<file path="src/hw/rtl/fud_pkg.sv">
// Package with the types, character constants and drive-letter helpers of the file URI decoder.
`timescale 1ns / 1ps

package fud_pkg;

  localparam int unsigned MaxRes = 6;

  localparam logic [7:0] ChPercent = 8'h25;
  localparam logic [7:0] ChSlash   = 8'h2F;
  localparam logic [7:0] ChColon   = 8'h3A;
  localparam logic [2:0] PrefixLastPos = 3'd6;

  typedef enum logic [1:0] {
    PH_PREFIX  = 2'd0,
    PH_DECODE  = 2'd1,
    PH_DISCARD = 2'd2
  } phase_e;

  // One result item.
  typedef struct packed {
    logic [7:0] path_byte;
    logic       byte_valid;
    logic       path_end;
    logic       rejected;
  } res_t;

  // Drive-letter recognizer state. The held '/' and ':' are known, so only the letter is kept.
  typedef struct packed {
    logic [7:0] letter;
    logic [1:0] la_cnt;
    logic       done;
    logic       zero;
  } drv_t;

  // Up to four bytes that one decoded byte releases, plus the new recognizer state.
  typedef struct packed {
    drv_t            st;
    logic [3:0][7:0] b;
    logic [2:0]      n;
  } feed_t;

  function automatic logic [7:0] scheme_char(logic [2:0] pos);
    logic [7:0] c;
    unique case (pos)
      3'd0:    c = 8'h66; // f
      3'd1:    c = 8'h69; // i
      3'd2:    c = 8'h6C; // l
      3'd3:    c = 8'h65; // e
      3'd4:    c = ChColon;
      3'd5:    c = ChSlash;
      3'd6:    c = ChSlash;
      default: c = 8'h00;
    endcase
    return c;
  endfunction

  function automatic logic is_letter(logic [7:0] c);
    return (c >= 8'h41 && c <= 8'h5A) || (c >= 8'h61 && c <= 8'h7A);
  endfunction

  function automatic logic [7:0] to_lower(logic [7:0] c);
    return (c >= 8'h41 && c <= 8'h5A) ? (c + 8'd32) : c;
  endfunction

  // Bit 4 set when the character is a hex digit, low nibble its value.
  function automatic logic [4:0] hex_of(logic [7:0] c);
    logic [7:0] v;
    logic       ok;
    v  = 8'd0;
    ok = 1'b0;
    if (c >= 8'h30 && c <= 8'h39) begin
      v  = c - 8'h30;
      ok = 1'b1;
    end else if (c >= 8'h61 && c <= 8'h66) begin
      v  = c - 8'h57;
      ok = 1'b1;
    end else if (c >= 8'h41 && c <= 8'h46) begin
      v  = c - 8'h37;
      ok = 1'b1;
    end
    return {ok, v[3:0]};
  endfunction

  // Settles the drive-letter decision at the end of the path.
  function automatic feed_t drv_finish(drv_t st);
    feed_t r;
    r.st = st;
    r.b  = '0;
    r.n  = 3'd0;
    if (!st.done) begin
      case (st.la_cnt)
        2'd3: begin
          r.b[0] = to_lower(st.letter);
          r.b[1] = ChColon;
          r.n    = 3'd2;
        end
        2'd2: begin
          r.b[0] = ChSlash;
          r.b[1] = st.letter;
          r.n    = 3'd2;
        end
        2'd1: begin
          r.b[0] = ChSlash;
          r.n    = 3'd1;
        end
        default: r.n = 3'd0;
      endcase
      r.st.la_cnt = 2'd0;
      r.st.done   = 1'b1;
    end
    return r;
  endfunction

  // Passes one decoded byte through the drive-letter recognizer.
  function automatic feed_t drv_feed(drv_t st, logic [7:0] d);
    feed_t r;
    logic  ok;
    r.st = st;
    r.b  = '0;
    r.n  = 3'd0;
    ok   = ((st.la_cnt == 2'd0) && (d == ChSlash)) ||
           ((st.la_cnt == 2'd1) && is_letter(d)) ||
           ((st.la_cnt == 2'd2) && (d == ChColon));
    if (st.zero) begin
      r.n = 3'd0;
    end else if (d == 8'h00) begin
      r         = drv_finish(st);
      r.st.zero = 1'b1;
    end else if (st.done) begin
      r.b[0] = d;
      r.n    = 3'd1;
    end else if (st.la_cnt == 2'd3) begin
      if (d == ChSlash) begin
        r.b[0] = to_lower(st.letter);
        r.b[1] = ChColon;
        r.b[2] = d;
        r.n    = 3'd3;
      end else begin
        r.b[0] = ChSlash;
        r.b[1] = st.letter;
        r.b[2] = ChColon;
        r.b[3] = d;
        r.n    = 3'd4;
      end
      r.st.la_cnt = 2'd0;
      r.st.done   = 1'b1;
    end else if (ok) begin
      if (st.la_cnt == 2'd1) begin
        r.st.letter = d;
      end
      r.st.la_cnt = st.la_cnt + 2'd1;
    end else begin
      case (st.la_cnt)
        2'd2: begin
          r.b[0] = ChSlash;
          r.b[1] = st.letter;
          r.b[2] = d;
          r.n    = 3'd3;
        end
        2'd1: begin
          r.b[0] = ChSlash;
          r.b[1] = d;
          r.n    = 3'd2;
        end
        default: begin
          r.b[0] = d;
          r.n    = 3'd1;
        end
      endcase
      r.st.la_cnt = 2'd0;
      r.st.done   = 1'b1;
    end
    return r;
  endfunction

endpackage

</file>
<file path="src/hw/rtl/file_uri_to_path_decoder.sv">
// Top level of the file URI to path decoder: input register, decode logic and result burst buffer.
`timescale 1ns / 1ps

// Takes a file:// URI one byte per transfer (tlast on its final byte) and returns the decoded path
// one byte per transfer, with tlast on the final result of each URI. A URI that does not start
// with file:// gives a single result with the rejected flag set; an empty path gives a single
// result with byte_valid clear. Each accepted byte is registered, then decoded into up to six
// results that load a burst buffer draining one result per cycle while the output is ready. A
// new byte is taken every cycle as long as each byte yields at most one result and the output
// is not stalled; a byte that yields more (escape failures, drive-letter release) stalls the input
// while the single output port drains them. A byte passes the input register, then the buffer.
module file_uri_to_path_decoder (
  input  logic       clk_i,
  input  logic       rst_ni,
  input  logic       s_axis_tvalid_i,
  output logic       s_axis_tready_o,
  input  logic [7:0] s_axis_tdata_i,   // [7:0] in_byte
  input  logic       s_axis_tlast_i,   // in_last
  output logic       m_axis_tvalid_o,
  input  logic       m_axis_tready_i,
  output logic [7:0] m_axis_tdata_o,   // [7:0] path_byte
  output logic [1:0] m_axis_tuser_o,   // [0] byte_valid, [1] rejected
  output logic       m_axis_tlast_o    // path_end
);

  // Input register.
  logic       in_vld_q;
  logic [7:0] in_byte_q;
  logic       in_last_q;

  // Decoder state.
  fud_pkg::phase_e phase_q, phase_d;
  logic [2:0]      pos_q, pos_d;
  logic [1:0]      held_q, held_d;
  logic [7:0]      digit_q, digit_d;
  fud_pkg::drv_t   drv_q, drv_d;

  // Result burst buffer.
  fud_pkg::res_t   res_q [fud_pkg::MaxRes];
  fud_pkg::res_t   res_d [fud_pkg::MaxRes];
  logic [2:0]      cnt_q, res_n;

  logic adv;
  logic out_xfer;
  logic prefix_match;
  logic path_done;

  assign out_xfer        = m_axis_tvalid_o && m_axis_tready_i;
  assign adv             = in_vld_q && ((cnt_q == 3'd0) || ((cnt_q == 3'd1) && m_axis_tready_i));
  assign s_axis_tready_o = !in_vld_q || adv;
  assign prefix_match    = (in_byte_q == fud_pkg::scheme_char(pos_q));

  assign m_axis_tvalid_o = (cnt_q != 3'd0);
  assign m_axis_tdata_o  = res_q[0].path_byte;
  assign m_axis_tuser_o  = {res_q[0].rejected, res_q[0].byte_valid};
  assign m_axis_tlast_o  = res_q[0].path_end;

  // Decode datapath: works out every result of the registered byte at once.
  always_comb begin
    logic [2:0][7:0] fl;
    logic [1:0]      nf;
    logic [4:0]      h;
    logic [4:0]      hd;
    fud_pkg::feed_t  fo;
    fud_pkg::drv_t   drv;
    logic [2:0]      n;

    for (int i = 0; i < fud_pkg::MaxRes; i++) begin
      res_d[i] = '0;
    end
    fl        = '0;
    nf        = 2'd0;
    h         = fud_pkg::hex_of(in_byte_q);
    hd        = fud_pkg::hex_of(digit_q);
    fo        = '0;
    drv       = drv_q;
    n         = 3'd0;
    pos_d     = pos_q;
    held_d    = held_q;
    digit_d   = digit_q;
    path_done = 1'b0;

    unique case (phase_q)
      fud_pkg::PH_PREFIX: begin
        if (prefix_match) begin
          if (pos_q == fud_pkg::PrefixLastPos) begin
            pos_d  = 3'd0;
            held_d = 2'd0;
            drv    = '0;
            if (in_last_q) begin
              res_d[0] = '{path_byte: 8'h00, byte_valid: 1'b0, path_end: 1'b1, rejected: 1'b0};
              n        = 3'd1;
            end
          end else if (in_last_q) begin
            res_d[0] = '{path_byte: 8'h00, byte_valid: 1'b0, path_end: 1'b1, rejected: 1'b1};
            n        = 3'd1;
            pos_d    = 3'd0;
          end else begin
            pos_d = pos_q + 3'd1;
          end
        end else begin
          res_d[0] = '{path_byte: 8'h00, byte_valid: 1'b0, path_end: 1'b1, rejected: 1'b1};
          n        = 3'd1;
          pos_d    = 3'd0;
        end
      end
      fud_pkg::PH_DECODE: begin
        // Collect the decoded bytes this raw byte releases, in order.
        if (held_q == 2'd2) begin
          held_d = 2'd0;
          if (h[4]) begin
            fl[0] = {hd[3:0], h[3:0]};
            nf    = 2'd1;
          end else begin
            fl[0] = fud_pkg::ChPercent;
            fl[1] = digit_q;
            nf    = 2'd2;
            if (in_byte_q == fud_pkg::ChPercent) begin
              held_d = 2'd1;
            end else begin
              fl[2] = in_byte_q;
              nf    = 2'd3;
            end
          end
        end else if ((held_q == 2'd1) && h[4]) begin
          digit_d = in_byte_q;
          held_d  = 2'd2;
        end else begin
          held_d = 2'd0;
          if (held_q == 2'd1) begin
            fl[0] = fud_pkg::ChPercent;
            nf    = 2'd1;
          end
          if (in_byte_q == fud_pkg::ChPercent) begin
            held_d = 2'd1;
          end else begin
            fl[nf] = in_byte_q;
            nf     = nf + 2'd1;
          end
        end
        // An escape cut off by the end of the URI goes out literally.
        if (in_last_q) begin
          if (held_d != 2'd0) begin
            fl[nf] = fud_pkg::ChPercent;
            nf     = nf + 2'd1;
          end
          if (held_d == 2'd2) begin
            fl[nf] = digit_d;
            nf     = nf + 2'd1;
          end
          held_d = 2'd0;
        end
        for (int j = 0; j < 3; j++) begin
          if (2'(j) < nf) begin
            fo  = fud_pkg::drv_feed(drv, fl[j]);
            drv = fo.st;
            for (int i = 0; i < 4; i++) begin
              if ((3'(i) < fo.n) && (n < 3'(fud_pkg::MaxRes))) begin
                res_d[n] = '{path_byte: fo.b[i], byte_valid: 1'b1, path_end: 1'b0,
                             rejected: 1'b0};
                n        = n + 3'd1;
              end
            end
          end
        end
        if (in_last_q) begin
          fo  = fud_pkg::drv_finish(drv);
          drv = fo.st;
          for (int i = 0; i < 4; i++) begin
            if ((3'(i) < fo.n) && (n < 3'(fud_pkg::MaxRes))) begin
              res_d[n] = '{path_byte: fo.b[i], byte_valid: 1'b1, path_end: 1'b0,
                           rejected: 1'b0};
              n        = n + 3'd1;
            end
          end
        end
        path_done = drv.zero || in_last_q;
        if (path_done) begin
          if (n == 3'd0) begin
            res_d[0] = '{path_byte: 8'h00, byte_valid: 1'b0, path_end: 1'b1, rejected: 1'b0};
            n        = 3'd1;
          end else begin
            res_d[n - 3'd1].path_end = 1'b1;
          end
        end
      end
      fud_pkg::PH_DISCARD: begin
        if (in_last_q) begin
          pos_d = 3'd0;
        end
      end
      default: begin
        pos_d = 3'd0;
      end
    endcase

    drv_d = drv;
    res_n = n;
  end

  // Phase sequencing.
  always_comb begin
    phase_d = phase_q;
    unique case (phase_q)
      fud_pkg::PH_PREFIX: begin
        if (!prefix_match) begin
          phase_d = in_last_q ? fud_pkg::PH_PREFIX : fud_pkg::PH_DISCARD;
        end else if ((pos_q == fud_pkg::PrefixLastPos) && !in_last_q) begin
          phase_d = fud_pkg::PH_DECODE;
        end
      end
      fud_pkg::PH_DECODE: begin
        if (path_done) begin
          phase_d = in_last_q ? fud_pkg::PH_PREFIX : fud_pkg::PH_DISCARD;
        end
      end
      fud_pkg::PH_DISCARD: begin
        if (in_last_q) begin
          phase_d = fud_pkg::PH_PREFIX;
        end
      end
      default: phase_d = fud_pkg::PH_PREFIX;
    endcase
  end

  always_ff @(posedge clk_i or negedge rst_ni) begin
    if (!rst_ni) begin
      in_vld_q <= 1'b0;
      phase_q  <= fud_pkg::PH_PREFIX;
      pos_q    <= 3'd0;
      held_q   <= 2'd0;
      drv_q    <= '0;
      cnt_q    <= 3'd0;
    end else begin
      if (s_axis_tready_o) begin
        in_vld_q <= s_axis_tvalid_i;
      end
      if (adv) begin
        phase_q <= phase_d;
        pos_q   <= pos_d;
        held_q  <= held_d;
        drv_q   <= drv_d;
        cnt_q   <= res_n;
      end else if (out_xfer) begin
        cnt_q <= cnt_q - 3'd1;
      end
    end
  end

  always_ff @(posedge clk_i) begin
    if (s_axis_tready_o && s_axis_tvalid_i) begin
      in_byte_q <= s_axis_tdata_i;
      in_last_q <= s_axis_tlast_i;
    end
    if (adv) begin
      digit_q <= digit_d;
      for (int i = 0; i < fud_pkg::MaxRes; i++) begin
        res_q[i] <= res_d[i];
      end
    end else if (out_xfer) begin
      // Move the waiting results one place toward the output.
      for (int i = 0; i < fud_pkg::MaxRes - 1; i++) begin
        res_q[i] <= res_q[i + 1];
      end
    end
  end

endmodule

</file>
<file path="config.mk">
export PLATFORM = sky130hd
export DESIGN_NAME = file_uri_to_path_decoder
export DESIGN_NICKNAME = d
export VERILOG_FILES = /design/src/hw/rtl/fud_pkg.sv /design/src/hw/rtl/file_uri_to_path_decoder.sv
export SDC_FILE = /design/constraint.sdc
export NUM_CORES = 1
export LEC_CHECK = 0
export BUFFER_PORTS_ARGS = -buffer_cell sky130_fd_sc_hd__buf_2
export CAP_MARGIN = 20
export CELL_PAD_IN_SITES_DETAIL_PLACEMENT = 1
export CELL_PAD_IN_SITES_GLOBAL_PLACEMENT = 1
export CORE_MARGIN = 1.5
export CORE_UTILIZATION = 50
export CTS_BUF_LIST = sky130_fd_sc_hd__clkbuf_8
export CTS_CLUSTER_DIAMETER = 150
export DETAILED_ROUTE_END_ITERATION = 8
export GPL_TIMING_DRIVEN = 0
export PLACE_DENSITY = 0.89
export SLEW_MARGIN = 20
export SYNTH_ARGS = -nofsm -noshare
export SYNTH_HDL_FRONTEND = slang
export SYNTH_SLANG_ARGS = --single-unit
</file>
<file path="constraint.sdc">
create_clock -name clk_i -period 12.3 [get_ports clk_i]
set_input_delay 0.615 -clock clk_i [delete_from_list [all_inputs] [get_ports clk_i]]
set_output_delay 0.615 -clock clk_i [all_outputs]
set_load 0.01 [all_outputs]
</file>
* Word-level counts from Yosys, hierarchy flattened
Memories as Yosys holds them, arrays and structs flattened.
Cells that the tools add are included.
** Cells by class
- Add/subtract/negate cells :: 34
- Order comparisons :: 104
- Equal/unequal tests :: 37
- Multiplexer cells :: 358
- Bitwise operators :: 31
- Reductions and logical operators :: 106
** Operator list (number)
- 2-to-1 mux 66 bit :: 46
- bitwise mux 66 bit :: 14
- demux 11 bit (select 3 bit) :: 16
- 2-to-1 mux 44 bit :: 9
- 2-to-1 mux 11 bit :: 35
- 2-to-1 mux 24 bit :: 13
- 2-to-1 mux 8 bit :: 33
- 2-to-1 mux 27 bit :: 9
- 2-to-1 mux 3 bit :: 71
- one-hot mux 8 bit (2 select lines) :: 11
- AND 60 bit :: 2
- inverter 60 bit :: 2
- 2-to-1 mux 19 bit :: 6
- >= comparator 8 x 7 -> 1 bit (second input constant) :: 14
- less-or-equal comparator 8 x 7 -> 1 bit (second input constant) :: 14
- 2-to-1 mux 55 bit :: 2
- 2-to-1 mux 12 bit :: 9
- 2-to-1 mux 35 bit :: 3
- one-hot mux 11 bit (2 select lines) :: 4
- logical AND 1 bit :: 65
- >= comparator 4 bit (second input constant) :: 16
- less-than comparator 4 x 1 -> 1 bit (second input constant) :: 16
- inverter 3 -> 4 bit :: 16
- 2-to-1 mux 2 bit :: 31
- other kinds (53) :: 213
** Storage, ports and cells
- Flip-flop bits (word level) :: 40
- Memory bits (writable) :: 66
- Input port bits :: 13
- Output and inout port bits :: 13
- Logic and storage cells :: 683
- Memories kept :: 1
** Memory list
- res_q :: depth 6, width 11, rd ports 6, clocked after Yosys merged registers in 0, wr ports 6, line file_uri_to_path_decoder.sv:39 : fud_pkg::res_t res_q [fud_pkg::MaxRes];

* Logic depth before layout (Yosys ltp)
- Depth after elaboration :: 130
- Mapped depth :: 53

* Worst setup path before layout
Ideal clock, no wire load.
- Path type :: reg2reg
- Start point :: register in_byte_q[1]
- End point :: memory res_q[4][1] (netlist bit), data pin
- Arrival time :: 9.802 ns
- Required time :: 12.131 ns
- Slack :: 2.329 ns
- Cell stages (with the launch flop) :: 49
- Path buffers :: 3
- Cells stage by stage :: edfxtp_1 -> clkbuf_1 -> inv_1 -> ha_1 -> nand3_1 -> nor2_8 -> inv_4 -> ha_1 -> or3_1 -> o211a_1 -> o32ai_4 -> a21oi_1 -> o22ai_2 -> o22ai_1 -> nand2_1 -> nor2_1 -> a21oi_1 -> ha_1 -> (+13 left out) -> ha_1 -> inv_1 -> o41ai_1 -> a41o_1 -> buf_2 -> ha_1 -> nand2_1 -> o21ai_0 -> ha_1 -> a31oi_1 -> nand2_1 -> nor4b_2 -> a211o_1 -> and2_1 -> ha_1 -> nor4_1 -> nand2_1 -> o31ai_1
** RTL lines
- start: declaration :: line file_uri_to_path_decoder.sv:28 : logic [7:0] in_byte_q;
- start signal: assignment :: line file_uri_to_path_decoder.sv:252 : in_byte_q <= s_axis_tdata_i;
- end: declaration :: line file_uri_to_path_decoder.sv:39

==> results.yml <==
clocking:
  cts.clk_slew.worst_paths_ns: 0.13
  clockRootBuffer: "clkbuf_8"
  insertion_delay_ns: 0.42
  numCtsBuffers: 9
  clockBufferDepth: 2
  cts_tree: "yes"
  clock-sinks: 101
  h-tree-depth: 3
  hold_buffers: 0
timing:
  fin_worst_skew_ns: 0.0213
  setup_ws_ns: 0.519
  hold_slack_ns: 0.205
  max_freq_mhz: 84.9
  period_share: 0.958
  period_needed_ns: 11.78
  slew_viol_final: 0
  setup_viol: 0
  tightest_slew_ns: 1.17
  relSlewSlack: 0.197
  hold_viol: 0
  rsz0062_at_grt: "no"
synthesis:
  async_flop_share: 0.228
  syn_area_um2: 11100
  synth_edf_count: 78
  postSynthNetCount: 1510
  syn_inst: 1448
  synth_seq_area_share: 0.263
  yosysWarnings: 0
  syn_avg_cell_area_um2: 7.66
  ys.flop_type: "edfxtp_1"
  ys_seq_elements: 101
  synth_cell_types: 112
cells_and_area:
  drive_gt1_frac: 0.0993
  fin_nets: 1547
  n_antenna_cell: 0
  area_growth_pct: 6.95
global_routing:
  grt_pass1_wl_um: 80700
  grt_busiest_layer: "met2"
  grtUsageMet1: 0.563
  grt_max_degree: 57
  grtUsageTotal: 0.456
  grtUsageMet3: 0.0984
  first_global_vias: 13200
  gr-usage-met2: 0.700
  antenna_found_initial: 0
  gr-total-overflow: 0
pwr:
  power_frac_seq: 0.447
  finalPower_w: 0.00113
  sw_frac_of_total: 0.413
  p_clk_frac: 0.204
  power_density_nw_per_um2: 95.2
  internal-power_w: 0.000663
  power_leakage_nw: 4.19
  p_switching_w: 0.000466
  ir_drop_mv: 0.117
  comb_power_share: 0.348
die:
  initial_utilization: 0.510
  die_height_um: 152
  ioPinCount: 26
  die_area_um2: 23100
  die_x_um: 152
  rows: 54
  core_um2: 21800
job:
  drv_cap: 0
drt:
  drt-total-wl_um: 53500
  drc: 0
  viasPerCell: 7.43
  first_iter_violations: 1550
  first_pass_iters: 7
  routed-via-count: 13100
  ant_nets: 0
  wl_per_cell_um: 30.3
run_status:
  status: "finished clean"
placement:
  gp_congestion: 1.08
  port_buffers: 25
  dp_hpwl_um: 42100
  place_ws_ns: -0.772
setup_path:
  r2r-end: "res_q[0][9]"
  path_class: "register to register"
  reg2reg_from: "in_byte_q[1]"
  r2r_cells: 50
  crit_required_ns: 12.59
  ff2ff_setup_slack_ns: 0.52
  path_max_fanout: 10
  cp.arrival_ns: 12.07
  crit_path_frequent_cell: "ha_1"
  slowest_stage: "edfxtp_1"
  endpoint_kind: "register"
  start_kind: "register"
  cp_slowest_stage_delay_ns: 0.62
min_path:
  hold_class: "input port to async pin"
[synth_stat cells (all sizes together), types with 7 or more instances]
cell,n,share of area
a211oi,15,0.011
clkbuf,54,0.018
a32oi,10,0.0079
a21boi,8,0.0064
and3,18,0.010
xnor2,7,0.0055
mux2i,17,0.015
a22oi,24,0.016
and2,19,0.011
a221oi,18,0.015
a21oi,141,0.065
nor4,13,0.0079
nand2,200,0.069
ha,49,0.055
o211ai,12,0.0081
or3,11,0.0062
inv,57,0.020
nor2b,13,0.0073
nand3,36,0.017
buf,25,0.015
a22o,19,0.015
nor2,139,0.049
o22ai,55,0.032
o21ai,136,0.063
o221ai,10,0.0079
dfrtp,23,0.052
nand4,12,0.0079
a21o,14,0.0095
o31ai,13,0.0088
mux2,8,0.0081
nand2b,13,0.0080
nor3,45,0.024
edfxtp,78,0.21
a31oi,22,0.014
[worst max-delay path by stage]
stage	startpoint	endpoint	slack, ns	cells after the start
after floorplan	in_byte_q[1]	res_q[4][1]	2.33	48
after global placement	in_byte_q[1]	res_q[0][8]	-0.33	50
after detailed placement	in_byte_q[1]	res_q[0][8]	-0.77	50
after CTS	in_byte_q[1]	res_q[0][8]	0.04	51
after global routing	in_byte_q[1]	res_q[0][9]	0.004	50
final	in_byte_q[1]	res_q[0][9]	0.52	50
[power groups by stage]
| stage | Combinational, W | Clock (W) | Sequential, W |
|---|---|---|---|
| after floorplan | 0.000230 | 0 | 0.000501 |
| after global placement | 0.000356 | 0 | 0.000501 |
| after detailed placement | 0.000378 | 0 | 0.000509 |
| after global routing | 0.000418 | 0.000239 | 0.000512 |
| after CTS | 0.000380 | 0.000228 | 0.000502 |
| final | 0.000393 | 0.000231 | 0.000505 |
[flip-flops by register name (all words and copies together), names as in the netlist]
register and flops:
in_last_q 1, digit_q 8, in_vld_q 1, pos_q 3, res_q 61, held_q 2
drv_q 12, in_byte_q 8, phase_q 2, cnt_q 3
[what timing repair did]
action	in CTS	in global routing
gates resized for setup	7	15
setup endpoints to repair	18	18
buffers inserted	1	3
endpoints found under the hold margin	0	0
pin swaps	1	0
[layout make-up]
type,instances,area [um^2]
Multi-Input combinational cell,1210,7650
Tap cell,280,350
Clock inverter,7,73.8
Clock buffer,9,124
Inverter,58,221
Fill cell,2755,9900
Buffer,76,362
Sequential cell,101,2920
Timing Repair Buffer,29,155
[layout by cell type, fill, tap and decap left out, types with 7 or more instances in the layout]
| cell | netlist | final |
|---|---|---|
| nand2_1 | 197 | 196 |
| nor2_1 | 138 | 138 |
| a21oi_1 | 136 | 133 |
| o21ai_0 | 116 | 115 |
| edfxtp_1 | 78 | 78 |
| inv_1 | 55 | 54 |
| o22ai_1 | 53 | 52 |
| clkbuf_1 | 54 | 50 |
| ha_1 | 49 | 48 |
| buf_2 | 16 | 41 |
| nor3_1 | 40 | 40 |
| nand3_1 | 35 | 34 |
| a22oi_1 | 24 | 23 |
| dfrtp_1 | 23 | 23 |
| a31oi_1 | 20 | 20 |
| and2_1 | 19 | 19 |
| a22o_1 | 19 | 19 |
| o21ai_1 | 18 | 19 |
| and3_1 | 18 | 18 |
| a221oi_1 | 17 | 17 |
| mux2i_1 | 17 | 17 |
| a21o_1 | 14 | 14 |
| a211oi_1 | 14 | 14 |
| nor2b_1 | 13 | 13 |
| o31ai_1 | 13 | 13 |
| nand2b_1 | 12 | 12 |
| nor4_1 | 12 | 12 |
| o211ai_1 | 12 | 12 |
| or3_1 | 11 | 11 |
| nand4_1 | 10 | 10 |
| o221ai_1 | 10 | 10 |
| a32oi_1 | 10 | 10 |
| clkbuf_8 | 0 | 9 |
| buf_4 | 4 | 8 |
| xnor2_1 | 7 | 7 |
| a21oi_2 | 5 | 7 |
| mux2_2 | 8 | 7 |
[kinds of logic after synthesis]
family | synth area share
mux | 0.0235
compound gates | 0.352
buf+inv | 0.0532
xor+xnor | 0.00632
simple gates | 0.246
flops | 0.263
fa+ha+maj | 0.0553
[through the flow]
step	util	cell area, um^2	TNS, ns	cells
4_1_cts	0.542	11800	0	1770
3_5_place_dp	0.532	11600	-7.53	1753
5_1_grt	0.545	11900	0	1770
2_1_floorplan	-	11100	0	1448
3_3_place_gp	0.531	11600	-2.53	1753
6_report	0.545	11900	0	1770
[layer usage]
metal	up-vias	share of wire
li1	5597	-
met1	6320	0.37
met2	959	0.44
met3	273	0.11
met4	0	0.085
met5	-	0
[critical path, delay by kind of cell (launching register included)]
family | cells | cell delay [ns]
AO/OA/AOI/OAI | 16 | 3.90
XOR/XNOR | 1 | 0.14
adder cells (fa/ha/maj) | 8 | 2.29
buffers and inverters | 8 | 1.22
flip-flops | 1 | 0.62
AND/OR/NAND/NOR | 17 | 3.46
Power figures use the tool's default switching activity.
